--- src/design/nffla_pkg.sv ---
// Shared types and constants for the next-fit free-list allocator.
// No dependencies; imported by every module of the block.
`default_nettype none

package nffla_pkg;

    localparam int HEAP_UNITS = 4096;
    localparam int UNIT_BYTES = 16;
    localparam int UNIT_SHIFT = $clog2(UNIT_BYTES);
    localparam int IDX_W      = $clog2(HEAP_UNITS);
    localparam int SIZE_W     = IDX_W + 1;
    localparam int CFG_ADDR_W = 3;

    localparam logic [SIZE_W-1:0] HEAP_UNITS_S   = SIZE_W'(HEAP_UNITS);
    localparam logic [15:0]       HEAP_BYTES_RST = 16'd65520;
    localparam logic              REG_HEAP_BYTES = 1'b0;

    typedef struct packed {
        logic [IDX_W-1:0]  next;
        logic [SIZE_W-1:0] size;
    } hdr_t;

    typedef enum logic [1:0] {
        ST_DONE   = 2'd0,
        ST_ZERO   = 2'd1,
        ST_NOFIT  = 2'd2,
        ST_REJECT = 2'd3
    } status_t;

    typedef enum logic [3:0] {
        S_INIT,
        S_IDLE,
        S_A_FIRST,
        S_A_CHK,
        S_A_TAIL,
        S_R_HDR,
        S_R_WALK,
        S_R_CHK,
        S_R_MNX,
        S_R_WFB,
        S_R_PREV,
        S_FIN
    } state_t;

    typedef enum logic [4:0] {
        OP_NONE,
        OP_INIT,
        OP_ACCEPT,
        OP_A_FIRST,
        OP_A_STEP,
        OP_A_UNLINK,
        OP_A_CUT,
        OP_A_TAIL,
        OP_R_SOLO,
        OP_R_START,
        OP_R_STEP,
        OP_R_FOUND,
        OP_R_COMMIT,
        OP_R_MSOLO,
        OP_R_MNX,
        OP_R_WFB,
        OP_R_LINK
    } op_t;

    typedef struct packed {
        op_t     op;
        logic    res_set;
        status_t res_code;
        logic    load_out;
    } cmd_t;

    typedef struct packed {
        logic zero_req;
        logic list_empty;
        logic addr_bad;
        logic hdr_bad;
        logic fits;
        logic exact;
        logic at_start;
        logic walk_limit;
        logic found_in;
        logic hit;
        logic found_wrap;
        logic overlap;
        logic merge_next;
        logic single;
    } stat_t;

endpackage

`default_nettype wire

--- src/design/nffla_ctrl.sv ---
// Controller state machine: sequences allocate and release walks over the header memory.
// Depends on nffla_pkg; issues commands to nffla_dpath and reads its status flags.
`default_nettype none

module nffla_ctrl
    import nffla_pkg::*;
(
    input  wire logic  clk,
    input  wire logic  rst_n,
    input  wire logic  req_valid,
    output logic       req_stall,
    input  wire logic  kind,
    output logic       rsp_valid,
    input  wire logic  rsp_stall,
    input  wire logic  cfg_we,
    input  wire stat_t stat,
    output cmd_t       cmd
);

    state_t state_reg, state_next;
    logic   restart_reg, restart_next;
    logic   out_valid_reg, out_valid_next;
    logic   accept;

    assign req_stall = (state_reg != S_IDLE) || restart_reg;
    assign accept    = req_valid && !req_stall;
    assign rsp_valid = out_valid_reg;

    always_comb
    begin
        state_next = state_reg;
        case (state_reg)
            S_INIT:    state_next = S_IDLE;
            S_IDLE:
            begin
                if (restart_reg)
                begin
                    state_next = S_INIT;
                end
                else if (accept)
                begin
                    if (!kind)
                    begin
                        state_next = (stat.zero_req || stat.list_empty) ? S_FIN : S_A_FIRST;
                    end
                    else
                    begin
                        state_next = stat.addr_bad ? S_FIN : S_R_HDR;
                    end
                end
            end
            S_A_FIRST: state_next = S_A_CHK;
            S_A_CHK:
            begin
                if (stat.fits)
                begin
                    state_next = stat.exact ? S_FIN : S_A_TAIL;
                end
                else if (stat.at_start || stat.walk_limit)
                begin
                    state_next = S_FIN;
                end
            end
            S_A_TAIL:  state_next = S_FIN;
            S_R_HDR:
            begin
                if (stat.hdr_bad || stat.list_empty)
                begin
                    state_next = S_FIN;
                end
                else
                begin
                    state_next = S_R_WALK;
                end
            end
            S_R_WALK:
            begin
                if (stat.found_in)
                begin
                    state_next = S_R_CHK;
                end
                else if (stat.hit)
                begin
                    state_next = S_FIN;
                end
                else if (stat.found_wrap)
                begin
                    state_next = S_R_CHK;
                end
                else if (stat.walk_limit)
                begin
                    state_next = S_FIN;
                end
            end
            S_R_CHK:
            begin
                if (stat.overlap)
                begin
                    state_next = S_FIN;
                end
                else
                begin
                    state_next = stat.merge_next ? S_R_MNX : S_R_WFB;
                end
            end
            S_R_MNX:   state_next = stat.single ? S_FIN : S_R_WFB;
            S_R_WFB:   state_next = S_R_PREV;
            S_R_PREV:  state_next = S_FIN;
            S_FIN:
            begin
                if (!out_valid_reg || !rsp_stall)
                begin
                    state_next = S_IDLE;
                end
            end
            default:   state_next = S_INIT;
        endcase
    end

    always_comb
    begin
        cmd          = '{op: OP_NONE, res_set: 1'b0, res_code: ST_DONE, load_out: 1'b0};
        restart_next = restart_reg;
        if (cfg_we)
        begin
            restart_next = 1'b1;
        end
        case (state_reg)
            S_INIT:
            begin
                cmd.op       = OP_INIT;
                restart_next = cfg_we;
            end
            S_IDLE:
            begin
                if (accept)
                begin
                    cmd.op = OP_ACCEPT;
                    if (!kind)
                    begin
                        if (stat.zero_req)
                        begin
                            cmd.res_set  = 1'b1;
                            cmd.res_code = ST_ZERO;
                        end
                        else if (stat.list_empty)
                        begin
                            cmd.res_set  = 1'b1;
                            cmd.res_code = ST_NOFIT;
                        end
                    end
                    else if (stat.addr_bad)
                    begin
                        cmd.res_set  = 1'b1;
                        cmd.res_code = ST_REJECT;
                    end
                end
            end
            S_A_FIRST:
            begin
                cmd.op = OP_A_FIRST;
            end
            S_A_CHK:
            begin
                if (stat.fits)
                begin
                    cmd.op = stat.exact ? OP_A_UNLINK : OP_A_CUT;
                    cmd.res_set  = stat.exact;
                    cmd.res_code = ST_DONE;
                end
                else if (stat.at_start || stat.walk_limit)
                begin
                    cmd.res_set  = 1'b1;
                    cmd.res_code = ST_NOFIT;
                end
                else
                begin
                    cmd.op = OP_A_STEP;
                end
            end
            S_A_TAIL:
            begin
                cmd.op       = OP_A_TAIL;
                cmd.res_set  = 1'b1;
                cmd.res_code = ST_DONE;
            end
            S_R_HDR:
            begin
                if (stat.hdr_bad)
                begin
                    cmd.res_set  = 1'b1;
                    cmd.res_code = ST_REJECT;
                end
                else if (stat.list_empty)
                begin
                    cmd.op       = OP_R_SOLO;
                    cmd.res_set  = 1'b1;
                    cmd.res_code = ST_DONE;
                end
                else
                begin
                    cmd.op = OP_R_START;
                end
            end
            S_R_WALK:
            begin
                if (stat.found_in)
                begin
                    cmd.op = OP_R_FOUND;
                end
                else if (stat.hit)
                begin
                    cmd.res_set  = 1'b1;
                    cmd.res_code = ST_REJECT;
                end
                else if (stat.found_wrap)
                begin
                    cmd.op = OP_R_FOUND;
                end
                else if (stat.walk_limit)
                begin
                    cmd.res_set  = 1'b1;
                    cmd.res_code = ST_REJECT;
                end
                else
                begin
                    cmd.op = OP_R_STEP;
                end
            end
            S_R_CHK:
            begin
                if (stat.overlap)
                begin
                    cmd.res_set  = 1'b1;
                    cmd.res_code = ST_REJECT;
                end
                else
                begin
                    cmd.op = OP_R_COMMIT;
                end
            end
            S_R_MNX:
            begin
                if (stat.single)
                begin
                    cmd.op       = OP_R_MSOLO;
                    cmd.res_set  = 1'b1;
                    cmd.res_code = ST_DONE;
                end
                else
                begin
                    cmd.op = OP_R_MNX;
                end
            end
            S_R_WFB:
            begin
                cmd.op = OP_R_WFB;
            end
            S_R_PREV:
            begin
                cmd.op       = OP_R_LINK;
                cmd.res_set  = 1'b1;
                cmd.res_code = ST_DONE;
            end
            S_FIN:
            begin
                cmd.load_out = !out_valid_reg || !rsp_stall;
            end
            default:
            begin
                cmd.op = OP_NONE;
            end
        endcase
    end

    always_comb
    begin
        out_valid_next = out_valid_reg;
        if (rsp_valid && !rsp_stall)
        begin
            out_valid_next = 1'b0;
        end
        if (cmd.load_out)
        begin
            out_valid_next = 1'b1;
        end
    end

    always_ff @(posedge clk or negedge rst_n)
    begin
        if (!rst_n)
        begin
            state_reg     <= S_INIT;
            restart_reg   <= 1'b0;
            out_valid_reg <= 1'b0;
        end
        else
        begin
            state_reg     <= state_next;
            restart_reg   <= restart_next;
            out_valid_reg <= out_valid_next;
        end
    end

endmodule

`default_nettype wire

--- config.mk ---
export PLATFORM = sky130hd
export DESIGN_NAME = nffla_ctrl
export DESIGN_NICKNAME = d
export VERILOG_FILES = /design/src/design/nffla_pkg.sv /design/src/design/nffla_ctrl.sv
export SDC_FILE = /design/constraint.sdc
export NUM_CORES = 1
export LEC_CHECK = 0
export BUFFER_PORTS_ARGS = -buffer_cell sky130_fd_sc_hd__clkbuf_2
export CORE_MARGIN = 5
export CORE_UTILIZATION = 51
export CTS_BUF_LIST = sky130_fd_sc_hd__clkbuf_2
export CTS_CLUSTER_SIZE = 10
export DETAILED_ROUTE_END_ITERATION = 6
export GPL_TIMING_DRIVEN = 0
export HOLD_SLACK_MARGIN = 0.12
export PLACE_DENSITY = 0.78
export SETUP_SLACK_MARGIN = 0.5
export SLEW_MARGIN = 20
export SYNTH_ARGS = -nofsm -noshare
export SYNTH_HDL_FRONTEND = slang
export SYNTH_SLANG_ARGS = --single-unit
--- constraint.sdc ---
create_clock -name clk -period 2.1 [get_ports clk]
set_input_delay 0.42 -clock clk [delete_from_list [all_inputs] [get_ports clk]]
set_output_delay 0.42 -clock clk [all_outputs]
set_load 0.01 [all_outputs]
==> results by group, run 1 <==
Status
  • Run status: aborted with a tool error
  • Halt Stage: global routing
  • Halt Reason: [ERROR DPL-0033] detailed placement checks failed during check placement.

Yosys
  • Post-synthesis cell area: 896 µm²
  • Fraction of the mapped netlist area in simple logic gates: 0.455
  • Asr flop ratio synth: 1.00
  • Main combinational cell family by area after synthesis: simple AND/OR/NAND/NOR gates
  • Post-synth top area share: 0.168
  • Main flop type after synthesis: sky130_fd_sc_hd__dfrtp_1
  • Post-synth top cells: sky130_fd_sc_hd__nor2_1, sky130_fd_sc_hd__nand2_1, sky130_fd_sc_hd__nor3_1, sky130_fd_sc_hd__a21oi_1
  • Cell count after synthesis: 128
  • Multiplexer share of the synthesized area: 0.0279
  • Yosys top cell by area: sky130_fd_sc_hd__dfrtp_1
  • Count of cell types in the netlist: 49
  • Synthesized net count: 148
  • Proportion of synthesized chip area in sequential cells: 0.168
  • Compound-gate portion of the synthesized area: 0.271
  • Most frequent cell after synthesis: sky130_fd_sc_hd__nor2_1
  • Mean post-synth cell area: 7.00 µm²
  • Xor/xnor share of the synthesized area: 0
  • Number of synthesized flops with an enable pin: 0
  • Seq cells post-synth: 6
  • Top area cells in the synthesized netlist: sky130_fd_sc_hd__dfrtp_1, sky130_fd_sc_hd__nor2_1, sky130_fd_sc_hd__nor3_1, sky130_fd_sc_hd__nand2_1, sky130_fd_sc_hd__a21oi_1
  • Area share of fa/ha/maj cells after synthesis: 0
  • Synth warnings: 0

Floorplan
  • Initial cell density of the core: 0.530
  • Number of ports placed on the die boundary: 31
  • Row count: 15
  • Width of the chip: 51.9 µm
  • Vertical die dimension: 51.9 µm

Place
  • Count of port buffers added during placement: 30
  • Routability congestion estimate from global placement: 0.897
  • Pre-CTS setup slack: -7.25 ps
  • Detailed placer's ending HPWL: 2310 µm
  • Placed Cells: 175

Clock tree
  • Deepest level of the CTS H-tree: 1
  • Maximum buffer depth of the clock tree: 2
  • Clock buffer count from CTS: 3
  • Number of sinks driven by the clock tree: 6
  • Cell at the root of the clock tree: sky130_fd_sc_hd__clkbuf_2

Global route
  • Maximum number of pins on one net before global-route repair: 11
  • Antenna violations before repair: 0

STA
  • Worst EP Category: output port
  • Grt repair worst endpoint: cmd[3]
per-stage QoR:
step / hold slack [ps] / instance area (µm²) / utilization / TNS [ps]
after floorplan: 124 / 918 / - / 0
after global placement: 246 / 1090 / 0.645 / 0
after detailed placement: 248 / 1090 / 0.645 / -7.25
after CTS: 394 / 1480 / 0.874 / -175
what timing repair did:
action                     4_1_cts
hold endpoints to repair         6
pin swaps                       15
buffers inserted                20
setup endpoints to repair       13
gates resized for setup         53
hold buffers                     1
kinds of logic after synthesis:
kind of cell,count (synthesis)
AOI/OAI and AO/OA,37
buffers and inverters,12
and+or+nand+nor,71
DFF,6
muxes,2
==> run 2, diff against run 1 <==
==> config.mk (replaced) <==
export PLATFORM = sky130hd
export DESIGN_NAME = nffla_ctrl
export DESIGN_NICKNAME = d
export VERILOG_FILES = /design/src/design/nffla_pkg.sv /design/src/design/nffla_ctrl.sv
export SDC_FILE = /design/constraint.sdc
export NUM_CORES = 1
export LEC_CHECK = 0
export BUFFER_PORTS_ARGS = -buffer_cell sky130_fd_sc_hd__clkbuf_2
export CORE_AREA = 5 5 66 68
export DETAILED_ROUTE_END_ITERATION = 6
export DIE_AREA = 0 0 71 73
export GPL_TIMING_DRIVEN = 0
export PLACE_DENSITY_LB_ADDON = 0.15
export SLEW_MARGIN = 20
export SYNTH_ARGS = -nofsm -noshare
export SYNTH_HDL_FRONTEND = slang
export SYNTH_SLANG_ARGS = --single-unit
==> results by group, run 2 <==
Yosys
  • Yosys top cell by area: sky130_fd_sc_hd__dfrtp_1
  • Number of synthesized flops with an enable pin: 0 (unchanged)
  • Post-synth top cells: sky130_fd_sc_hd__nor2_1, sky130_fd_sc_hd__nand2_1, sky130_fd_sc_hd__nor3_1, sky130_fd_sc_hd__a21oi_1
  • Main flop type after synthesis: sky130_fd_sc_hd__dfrtp_1
  • Synth warnings: 0 (unchanged)
  • Mean post-synth cell area: 7.00 µm² (unchanged)
  • Post-synthesis cell area: 896 µm² (unchanged)
  • Post-synth top area share: 0.168 (unchanged)
  • Seq cells post-synth: 6 (unchanged)
  • Most frequent cell after synthesis: sky130_fd_sc_hd__nor2_1
  • Cell count after synthesis: 128 (unchanged)
  • Proportion of synthesized chip area in sequential cells: 0.168 (unchanged)
  • Count of cell types in the netlist: 49 (unchanged)
  • Synthesized net count: 148 (unchanged)
  • Top area cells in the synthesized netlist: sky130_fd_sc_hd__dfrtp_1, sky130_fd_sc_hd__nor2_1, sky130_fd_sc_hd__nor3_1, sky130_fd_sc_hd__nand2_1, sky130_fd_sc_hd__a21oi_1
  • Asr flop ratio synth: 1.00 (unchanged)

STA
  • Worst setup margin: -150 ps
  • Hold violation total from the final report: 0
  • Final critical-path share of the clock period: 1.07
  • Actual slew at the worst max-slew pin: 376 ps
  • Setup repair after global routing missed its margin: yes
  • Worst max-slew margin expressed relative to the limit: 0.747
  • Final Slew Violations: 0
  • Final-report setup violation count: 3
  • Clock skew after layout: 0.126 ps
  • Clock period minus final worst setup slack: 2250 ps
  • Maximum operating frequency: 444 MHz

Critical path
  • Data arrival time at the worst-slack endpoint: 1830 ps
  • Depth of the worst register-to-register path: 6
  • Highest-delay cell along the critical path: sky130_fd_sc_hd__or4b_1
  • Largest stage delay, worst path: 470 ps
  • R2R Setup Slk: 270 ps
  • Kind of start point of the critical path: register
  • Crit path buffers/inverters: 2
  • WP data required: 1680 ps
  • Source of the critical timing path: state_reg[0]$_DFFE_PN0P_
  • Worst Setup Path Type: reg2out
  • Worst flop-to-flop path endpoint: state_reg[0]$_DFFE_PN0P_
  • Crit path cell chain: buf_6 -> nand2b_4 -> nor2_1 -> a21oi_2 -> o22ai_1 -> or4b_1 -> clkbuf_2
  • CP max FO: 6
  • Kind of capture point of the worst setup path: output port
  • Reg-to-Reg Start: state_reg[0]$_DFFE_PN0P_
  • Path length in cells of the critical path: 7
  • Cell class contributing the biggest share of worst-path delay: simple AND/OR/NAND/NOR gates

Finish
  • Final standard cell count with taps included and fillers excluded: 220
  • Fraction of final layout cells with drive strength greater than 1: 0.429
  • Antenna Diode Count: 0
  • Number of flip-flops in the largest register: 4
  • Layout Area Growth over Synthesis: 43.9%
  • Commonest cells after routing, fill and taps aside: sky130_fd_sc_hd__clkbuf_2, sky130_fd_sc_hd__nor2_1, sky130_fd_sc_hd__nand2_1
  • Filler Cells Inserted: 441
  • Most common library cell in the layout ignoring fill and taps: sky130_fd_sc_hd__clkbuf_2
  • Number of nets in the final layout: 192

Clock tree
  • Clock transition time at the flip-flop clock pins of the worst setup and hold paths: 30 ps
  • Clock tree from TritonCTS: done
  • Cell at the root of the clock tree: sky130_fd_sc_hd__clkbuf_8
  • Number of sinks driven by the clock tree: 6 (unchanged)
  • Deepest level of the CTS H-tree: 1 (unchanged)
  • Latest clock arrival within the worst-skew pair: 220 ps
  • Maximum buffer depth of the clock tree: 2 (unchanged)
  • Clock buffer count from CTS: 3 (unchanged)

Global route
  • First-pass GRT wire length: 5510 µm
  • Antenna violations before repair: 0
  • Total Routing Usage GR: 0.131
  • Vias in the first global route: 1129
  • Congestion Overflow GR: 0
  • Maximum number of pins on one net before global-route repair: 11

Floorplan
  • Number of ports placed on the die boundary: 31 (unchanged)
  • Width of the chip: 71 µm (+37%)
  • Core Footprint: 3800 µm²
  • Vertical die dimension: 73 µm (+41%)
  • Full die area: 5180 µm²
  • Row count: 23 (+8)
  • Initial cell density of the core: 0.236 (-0.295)

Power and ir drop
  • Total power: 0.00169 W
  • Static power due to leakage: 0.578 nW
  • Maximum ir drop on the vdd rail: 0.469 mV
  • Power per unit of standard cell area: 1310 nW/µm²

Routing
  • Post-DR wirelength/cell: 14.8 µm
  • Initial DRC Count: 36
  • Final WL: 3260 µm
  • DRC viols: 0
  • Pre-antenna DRT Iters: 6
  • Vias after detailed routing: 1101
  • Per-cell via count in the routed design: 5.00
  • Count of antenna-violating nets left after detailed routing: 0

Run
  • Number of maximum-capacitance violations: 0

Status
  • Failing checks: negative setup slack
  • Run status: complete, but fails checks

Place
  • Count of port buffers added during placement: 30 (unchanged)
  • Placed Cells: 208 (+19%)
  • Detailed placer's ending HPWL: 2510 µm (+8.7%)
  • Routability congestion estimate from global placement: 0.835 (-6.9%)

Worst hold path
  • Class of the worst hold path: in2async
## run 2: cell counts after synthesis
No cell type changed its count.
## run 2: cells by family (layout without fill, tap and decap cells)
group,count (synthesis),count (layout),synth area share
simple gates,71,71,0.455
mux,2,2,0.0279
compound gates,37,37,0.271
buf+inv,12,54,0.0782
flops,6,6,0.168
## run 2: metal layers
metal  track usage  wire, µm  up-vias
met5             0         0        -
met4        0.0313        13        0
met3        0.0193       215        2
met2         0.226      1550       43
met1         0.174      1480      498
li1              -         -      558
## run 2: final cells by class
| cell class | count | area, µm² | area share |
|---|---|---|---|
| repair buffers | 39 | 219 | 0.170 |
| clock buffers | 3 | 41.3 | 0.0320 |
| inverters | 4 | 15.0 | 0.0117 |
| plain buffers | 8 | 72.6 | 0.0563 |
| multi-input cells | 110 | 724 | 0.562 |
| well taps | 50 | 62.6 | 0.0485 |
| flip-flops and latches | 6 | 154 | 0.119 |
## run 2: what timing repair did
item,in CTS,in global routing
setup buffers,7,1
hold endpoints to repair,0,0
gates cloned,1,0
gates resized for setup,18,9
setup endpoints to repair,7,7
hold buffers,0,0
pin swaps,3,2
## run 2: worst max-delay path by stage
| stage | to | slack (ps) |
|---|---|---|
| finish | cmd[3] | -150 |
| CTS | cmd[3] | -140 |
| global route | cmd[3] | -270 |
| floorplan | cmd[3] | 260 |
| detailed placement | cmd[3] | -60 |
| global placement | cmd[3] | -70 |
## run 2: report_power, final
group | total (W) | switching (W) | internal (W)
Clock | 0.000167 | 0.0000442 | 0.000123
Combinational | 0.00128 | 0.000685 | 0.000592
Sequential | 0.000246 | 0.0000714 | 0.000175
## run 2: per-stage QoR
step	instance area (µm²)	utilization	setup WS, ps	TNS (ps)	hold slack [ps]
3_5_place_dp	1110	0.292	-62.7	-94.7	252
5_1_grt	1290	0.339	-265	-656	28.9
2_1_floorplan	896	-	262	0	124
6_report	1290	0.339	-150	-278	20.7
3_3_place_gp	1110	0.292	-69.3	-133	250
4_1_cts	1260	0.333	-139	-207	20.5
(Power assumes the default switching activity.)
==> run 3, diff against run 2 <==
--- a/config.mk
+++ b/config.mk
@@ -5,6 +5,7 @@
 export SDC_FILE = /design/constraint.sdc
 export NUM_CORES = 1
 export LEC_CHECK = 0
+export ABC_AREA = 1
 export BUFFER_PORTS_ARGS = -buffer_cell sky130_fd_sc_hd__clkbuf_2
 export CORE_AREA = 5 5 66 68
 export DETAILED_ROUTE_END_ITERATION = 6
==> results by group, run 3 <==
Routing
  • Post-DR wirelength/cell: 11.2 µm (-24%)
  • Count of antenna-violating nets left after detailed routing: 0 (unchanged)
  • Per-cell via count in the routed design: 4.32 (-14%)
  • Pre-antenna DRT Iters: 4 (-2)
  • Vias after detailed routing: 1012 (-8.1%)
  • DRC viols: 0 (unchanged)
  • Final WL: 2620 µm (-20%)
  • Initial DRC Count: 55 (+53%)

Global route
  • Congestion Overflow GR: 0 (unchanged)
  • First-pass GRT wire length: 4240 µm (-23%)
  • Vias in the first global route: 980 (-13%)
  • Antenna violations before repair: 0 (unchanged)
  • Total Routing Usage GR: 0.102 (-0.0296)
  • Maximum number of pins on one net before global-route repair: 8 (-3)

Critical path
  • R2R Setup Slk: 700 ps (+430 ps)
  • Worst Setup Path Type: reg2out
  • CP max FO: 5 (-1)
  • WP data required: 1680 ps (about the same)
  • Kind of capture point of the worst setup path: output port
  • Data arrival time at the worst-slack endpoint: 1590 ps (-240 ps)
  • Kind of start point of the critical path: register

Status
  • Run status: complete, no violations

Finish
  • Layout Area Growth over Synthesis: 35.1%
  • Fraction of final layout cells with drive strength greater than 1: 0.321 (-0.109)
  • Number of nets in the final layout: 206 (+7.3%)
  • Antenna Diode Count: 0 (unchanged)
  • Post-route core utilization: 0.284 (-0.0553)
  • Number of flip-flops in the largest register: 4 (unchanged)
  • Most common library cell in the layout ignoring fill and taps: sky130_fd_sc_hd__nand2_1
  • Commonest cells after routing, fill and taps aside: sky130_fd_sc_hd__nand2_1, sky130_fd_sc_hd__clkbuf_2, sky130_fd_sc_hd__nor2_1

Place
  • Detailed placer's ending HPWL: 2320 µm (-7.4%)
  • Count of port buffers added during placement: 30 (unchanged)
  • Routability congestion estimate from global placement: 0.797 (-4.6%)

Power and ir drop
  • Internal portion of total power: 0.000603 W (-32%)
  • Total power: 0.00128 W (-24%)
  • Sw Ratio: 0.528 (+0.0543)
  • Power per unit of standard cell area: 1180 nW/µm² (-9.7%)
  • Net switching power: 0.000674 W (-16%)
  • Static power due to leakage: 0.625 nW (+8.0%)
  • Combinational Power Share: 0.670 (-0.086)
  • Sequential Power Share: 0.195 (+0.049)
  • Share of total power in the clock network: 0.135 (+0.036)
  • Maximum ir drop on the vdd rail: 0.491 mV (+4.7%)

Yosys
  • Synthesized net count: 171 (+16%)
  • Asr flop ratio synth: 1.00 (unchanged)
  • Post-synth top cells: sky130_fd_sc_hd__nand2_1, sky130_fd_sc_hd__nor2_1, sky130_fd_sc_hd__nand3_1, sky130_fd_sc_hd__inv_1, sky130_fd_sc_hd__nor2_2
  • Count of cell types in the netlist: 19 (-61%)
  • Post-synthesis cell area: 798 µm² (-11%)
  • Most frequent cell after synthesis: sky130_fd_sc_hd__nand2_1
  • Post-synth top area share: 0.221 (+0.0534)
  • Yosys top cell by area: sky130_fd_sc_hd__nand2_1
  • Proportion of synthesized chip area in sequential cells: 0.188 (+0.0205)
  • Main flop type after synthesis: sky130_fd_sc_hd__dfrtp_1
  • Synth warnings: 0 (unchanged)
  • Number of synthesized flops with an enable pin: 0 (unchanged)
  • Cell count after synthesis: 151 (+18%)
  • Top area cells in the synthesized netlist: sky130_fd_sc_hd__nand2_1, sky130_fd_sc_hd__dfrtp_1, sky130_fd_sc_hd__nor2_1, sky130_fd_sc_hd__nand3_1, sky130_fd_sc_hd__nor2_2
  • Mean post-synth cell area: 5.29 µm² (-24%)
  • Seq cells post-synth: 6 (unchanged)

STA
  • Hold violation total from the final report: 0 (unchanged)
  • Final-report setup violation count: 0 (-3)
  • Maximum operating frequency: 499 MHz (+12%)
  • Final Slew Violations: 0 (unchanged)
  • Actual slew at the worst max-slew pin: 341 ps (-34.8 ps)
  • Final critical-path share of the clock period: 0.955 (-0.116)
  • Clock period minus final worst setup slack: 2010 ps (-244 ps)
  • Clock skew after layout: 2.24 ps (+2.11 ps)
  • Worst max-slew margin expressed relative to the limit: 0.770 (+0.0227)
  • Setup repair after global routing missed its margin: yes

Clock tree
  • Deepest level of the CTS H-tree: 1 (unchanged)
  • Maximum buffer depth of the clock tree: 2 (unchanged)
  • CTS hold repair buffers: 0 (unchanged)
  • Clock buffer count from CTS: 3 (unchanged)
  • Clock tree from TritonCTS: done
  • Number of buffers inserted to repair setup after CTS: 0 (-7)
  • Latest clock arrival within the worst-skew pair: 220 ps (about the same)
  • Cell at the root of the clock tree: sky130_fd_sc_hd__clkbuf_8
  • Number of sinks driven by the clock tree: 6 (unchanged)
  • Clock transition time at the flip-flop clock pins of the worst setup and hold paths: 40 ps (about the same)

Floorplan
  • Vertical die dimension: 73 µm (unchanged)
  • Row count: 23 (unchanged)
  • Full die area: 5180 µm² (unchanged)
  • Number of ports placed on the die boundary: 31 (unchanged)
  • Initial cell density of the core: 0.210 (-0.0257)
  • Width of the chip: 71 µm (unchanged)
  • Core Footprint: 3800 µm² (unchanged)

Run
  • Number of maximum-capacitance violations: 0 (unchanged)

Worst hold path
  • Class of the worst hold path: in2async
run 3: cell types whose count changed after synthesis, moves of 5 or more:
cell,delta
sky130_fd_sc_hd__nand2_1,+36
sky130_fd_sc_hd__a21oi_1,-5
sky130_fd_sc_hd__nor2_1,+13
sky130_fd_sc_hd__nand3_1,+13
sky130_fd_sc_hd__nor2_2,+7
sky130_fd_sc_hd__inv_1,+11
sky130_fd_sc_hd__nor2b_1,-5
sky130_fd_sc_hd__nor3_1,-8
sky130_fd_sc_hd__o22ai_1,-5
run 3: through the flow:
| stage | std cells | area [µm²] | worst slack (ps) | hold WS, ps | TNS (ps) |
|---|---|---|---|---|---|
| floorplan | 151 | 798 | 511 | 124 | 0 |
| global placement | 231 | 1010 | 198 | 255 | 0 |
| detailed placement | 231 | 1010 | 238 | 256 | 0 |
| CTS | 234 | 1060 | 47.1 | 18.1 | 0 |
| global route | 234 | 1080 | -13.0 | 21.2 | -13.0 |
| finish | 234 | 1080 | 94.1 | 16.6 | 0 |
run 3: final cells by class:
class / count / area, µm²
Buffer: 1 / 7.51
Clock buffer: 3 / 41.3
Fill cell: 469 / 2720
Inverter: 18 / 67.6
Multi-Input combinational cell: 126 / 597
Sequential cell: 6 / 153
Tap cell: 50 / 62.6
Timing Repair Buffer: 30 / 150
run 3: metal layers:
| metal | vias up | global-route usage | routed length, µm |
|---|---|---|---|
| met4 | 0 | 0.0251 | 21 |
| met5 | - | 0 | 0 |
| li1 | 551 | - | - |
| met2 | 24 | 0.172 | 1200 |
| met3 | 3 | 0.0152 | 140 |
| met1 | 434 | 0.136 | 1260 |
run 3: cell families after synthesis:
group,after synthesis,synth area share
AND/OR/NAND/NOR,110,0.603
buffers and inverters,19,0.0941
flip-flops,6,0.188
AO/OA/AOI/OAI,16,0.114
run 3: critical path, cell delays in order (launching register included):
cell                       delay, ps
sky130_fd_sc_hd__dfrtp_1         440
sky130_fd_sc_hd__nor2_2          260
sky130_fd_sc_hd__nand2_2         100
sky130_fd_sc_hd__nor2_2          100
sky130_fd_sc_hd__nand2_1          80
sky130_fd_sc_hd__nor2_1          120
sky130_fd_sc_hd__nor2_1           50
sky130_fd_sc_hd__nand3b_1         80
sky130_fd_sc_hd__clkbuf_2        130
run 3: final timing paths:
kind / to / startpoint / cells after the start
max: cmd[3] / state_reg[2]$_DFFE_PN0P_ / 8
min: rsp_valid$_DFFE_PN0P_ / rst_n / 1
max reg2reg: state_reg[1]$_DFFE_PN0P_ / state_reg[2]$_DFFE_PN0P_ / 8
min reg2reg: rsp_valid$_DFFE_PN0P_ / rsp_valid$_DFFE_PN0P_ / 2
max in group asynchronous: state_reg[0]$_DFFE_PN0P_ / rst_n / 1
min in group clk: restart_reg$_DFFE_PN0P_ / cfg_we / 2
run 3: timing repair:
action / CTS / global route
pin swaps: 0 / 0
hold endpoints to repair: 0 / 0
gates resized for setup: 2 / 7
setup endpoints to repair: 2 / 5
run 3: power by group through the flow:
stage | sequential, W | clock (W) | combinational (W)
floorplan | 0.000229 | 0 | 0.000574
CTS | 0.000241 | 0.000178 | 0.000844
global placement | 0.000242 | 0 | 0.000853
detailed placement | 0.000240 | 0 | 0.000839
finish | 0.000249 | 0.000173 | 0.000855
global route | 0.000263 | 0.000187 | 0.000972
==> run 4, diff against run 3 <==
--- a/config.mk
+++ b/config.mk
@@ -10,8 +10,7 @@
 export CORE_AREA = 5 5 66 68
 export DETAILED_ROUTE_END_ITERATION = 6
 export DIE_AREA = 0 0 71 73
-export GPL_TIMING_DRIVEN = 0
-export PLACE_DENSITY_LB_ADDON = 0.15
+export PLACE_DENSITY = 0.44
 export SLEW_MARGIN = 20
 export SYNTH_ARGS = -nofsm -noshare
 export SYNTH_HDL_FRONTEND = slang
==> results by group, run 4 (synthesized netlist as in run 3, its figures left out) <==
Clock tree
  • Clock buffer count from CTS: 3 (unchanged)
  • Clock transition time at the flip-flop clock pins of the worst setup and hold paths: 40 ps (about the same)
  • Cell at the root of the clock tree: sky130_fd_sc_hd__clkbuf_8
  • Number of sinks driven by the clock tree: 6 (unchanged)
  • CTS hold repair buffers: 0 (unchanged)
  • Deepest level of the CTS H-tree: 1 (unchanged)
  • Clock tree from TritonCTS: done
  • Maximum buffer depth of the clock tree: 2 (unchanged)
  • Latest clock arrival within the worst-skew pair: 220 ps (about the same)

Routing
  • DRC viols: 0 (unchanged)
  • Amount of wire on met3 after detailed routing: 82 µm (-41%)
  • Initial DRC Count: 48 (-13%)
  • Pre-antenna DRT Iters: 4 (unchanged)
  • Routed metal-1 wirelength: 1230 µm (-1.8%)
  • Post-DR wirelength/cell: 11.4 µm (+1.5%)
  • Met2 routed WL: 1270 µm (+5.8%)
  • Max layer used: met4
  • Count of antenna-violating nets left after detailed routing: 0 (unchanged)
  • Per-cell via count in the routed design: 4.45 (+2.9%)
  • Final WL: 2660 µm (+1.5%)
  • Vias after detailed routing: 1041 (+2.9%)

Floorplan
  • Initial cell density of the core: 0.210 (unchanged)
  • Full die area: 5180 µm² (unchanged)
  • Core Footprint: 3800 µm² (unchanged)
  • Row count: 23 (unchanged)
  • Width of the chip: 71 µm (unchanged)
  • Vertical die dimension: 73 µm (unchanged)
  • Number of ports placed on the die boundary: 31 (unchanged)

Critical path
  • Depth of the worst register-to-register path: 8 (unchanged)
  • CP max FO: 5 (unchanged)
  • Kind of start point of the critical path: register
  • Kind of capture point of the worst setup path: output port
  • Crit path buffers/inverters: 2 (+1)
  • CP dominant cell by count: sky130_fd_sc_hd__nand2_1
  • Cell class contributing the biggest share of worst-path delay: simple AND/OR/NAND/NOR gates
  • Data arrival time at the worst-slack endpoint: 1580 ps (about the same)
  • Highest-delay cell along the critical path: sky130_fd_sc_hd__dfrtp_1
  • WP data required: 1680 ps (about the same)
  • Reg-to-Reg Start: state_reg[3]$_DFFE_PN0P_
  • R2R Setup Slk: 660 ps (-40 ps)
  • Crit path cell chain: inv_2 -> nand2_1 -> nor2_2 -> nand2_1 -> o21ai_2 -> nand3b_1 -> clkbuf_2
  • Worst Setup Path Type: reg2out
  • Worst flop-to-flop path endpoint: state_reg[3]$_DFFE_PN0P_
  • Largest stage delay, worst path: 400 ps (-40 ps)

Power and ir drop
  • Static power due to leakage: 0.624 nW (-0.16%)
  • Power per unit of standard cell area: 1190 nW/µm² (+0.84%)
  • Total power: 0.00127 W (-0.21%)
  • Maximum ir drop on the vdd rail: 0.307 mV (-37%)

Global route
  • Congestion Overflow GR: 0 (unchanged)
  • First-pass GRT wire length: 4490 µm (+5.7%)
  • Antenna violations before repair: 0 (unchanged)
  • Vias in the first global route: 1053 (+7.4%)
  • Total Routing Usage GR: 0.107 (+0.00488)
  • Maximum number of pins on one net before global-route repair: 8 (unchanged)

Finish
  • Layout Area Growth over Synthesis: 33.7%
  • Antenna Diode Count: 0 (unchanged)
  • Most common library cell in the layout ignoring fill and taps: sky130_fd_sc_hd__nand2_1
  • Commonest cells after routing, fill and taps aside: sky130_fd_sc_hd__nand2_1, sky130_fd_sc_hd__clkbuf_2, sky130_fd_sc_hd__nor2_1
  • Footprint of the flip-flops and latches: 151 µm² (-0.82%)
  • Final standard cell count with taps included and fillers excluded: 234 (unchanged)
  • Number of nets in the final layout: 206 (unchanged)
  • Filler Cells Inserted: 466 (-0.64%)
  • Multi-input gate area in the final layout: 587 µm² (-1.7%)
  • Number of flip-flops in the largest register: 4 (unchanged)
  • Fraction of final layout cells with drive strength greater than 1: 0.304 (-0.0163)

Place
  • Count of port buffers added during placement: 30 (unchanged)
  • Detailed placer's ending HPWL: 2380 µm (+2.3%)
  • Routability congestion estimate from global placement: 0.823 (+3.3%)
  • Placed Cells: 231 (unchanged)

STA
  • Setup repair after global routing missed its margin: yes
  • Clock period minus final worst setup slack: 2000 ps (-9.88 ps)
  • Hold violation total from the final report: 0 (unchanged)
  • Clock skew after layout: 1.73 ps (-0.504 ps)
  • Worst max-slew margin expressed relative to the limit: 0.778 (+0.00765)
  • Final-report setup violation count: 0 (unchanged)
  • Maximum operating frequency: 501 MHz (+0.50%)
  • Final critical-path share of the clock period: 0.950 (-0.00471)
  • Final Slew Violations: 0 (unchanged)
  • Actual slew at the worst max-slew pin: 331 ps (-10.4 ps)

Status
  • Run status: complete, no violations

Run
  • Number of maximum-capacitance violations: 0 (unchanged)

Worst hold path
  • Class of the worst hold path: in2async
==> run 4: changes by cell type in the layout (fill, tap and decap cells not counted) <==
cell / before / now
sky130_fd_sc_hd__nor2_1: 27 / 28
sky130_fd_sc_hd__dfrtp_2: 2 / 1
sky130_fd_sc_hd__dfrtp_1: 4 / 5
sky130_fd_sc_hd__nand2_2: 5 / 4
sky130_fd_sc_hd__nor2_4: 2 / 1
sky130_fd_sc_hd__nand2_1: 46 / 47
==> run 4: metrics by stage <==
step                utilization  hold WS [ps]  TNS, ps  setup slack (ps)  cell area, µm²
global route              0.281          32.7    -19.3             -19.3            1070
finish                    0.281          24.2        0               104            1070
CTS                       0.277          21.7        0            0.0884            1050
detailed placement        0.266           258        0               243            1010
floorplan                     -           124        0               511             798
global placement          0.266           252        0               223            1010
==> run 4: what timing repair did <==
action                                  in CTS  in global routing
buffers inserted                             0                  0
endpoints found under the setup margin       0                  4
gates resized for setup                      0                  5
==> run 4: worst max-delay path by stage <==
stage	to	cells past startpoint	startpoint
2_1_floorplan	cmd[2]	7	state_reg[1]$_DFFE_PN0P_
3_3_place_gp	cmd[2]	8	state_reg[2]$_DFFE_PN0P_
3_5_place_dp	cmd[2]	8	state_reg[3]$_DFFE_PN0P_
4_1_cts	cmd[2]	8	state_reg[2]$_DFFE_PN0P_
5_1_grt	cmd[2]	8	state_reg[2]$_DFFE_PN0P_
6_report	cmd[3]	7	state_reg[3]$_DFFE_PN0P_
==> run 4: power breakdown <==
part	leakage, nW	switching [W]	internal [W]
registers	0.0720	0.0000702	0.000170
logic	0.530	0.000553	0.000311
clock network	0.0216	0.0000464	0.000123
total	0.624	0.000670	0.000605
==> run 4: final cells by class <==
| class | instances | share of cell area |
|---|---|---|
| Timing Repair Buffer | 31 | 0.148 |
| Multi-Input combinational cell | 126 | 0.550 |
| Sequential cell | 6 | 0.142 |
| Inverter | 18 | 0.0633 |
| Tap cell | 50 | 0.0586 |
| Clock buffer | 3 | 0.0387 |
==> run 4: routing by layer <==
| layer | GRT usage | vias to the layer above |
|---|---|---|
| li1 | - | 551 |
| met1 | 0.134 | 459 |
| met2 | 0.181 | 23 |
| met3 | 0.0124 | 8 |
| met4 | 0.0522 | 0 |
| met5 | 0 | - |
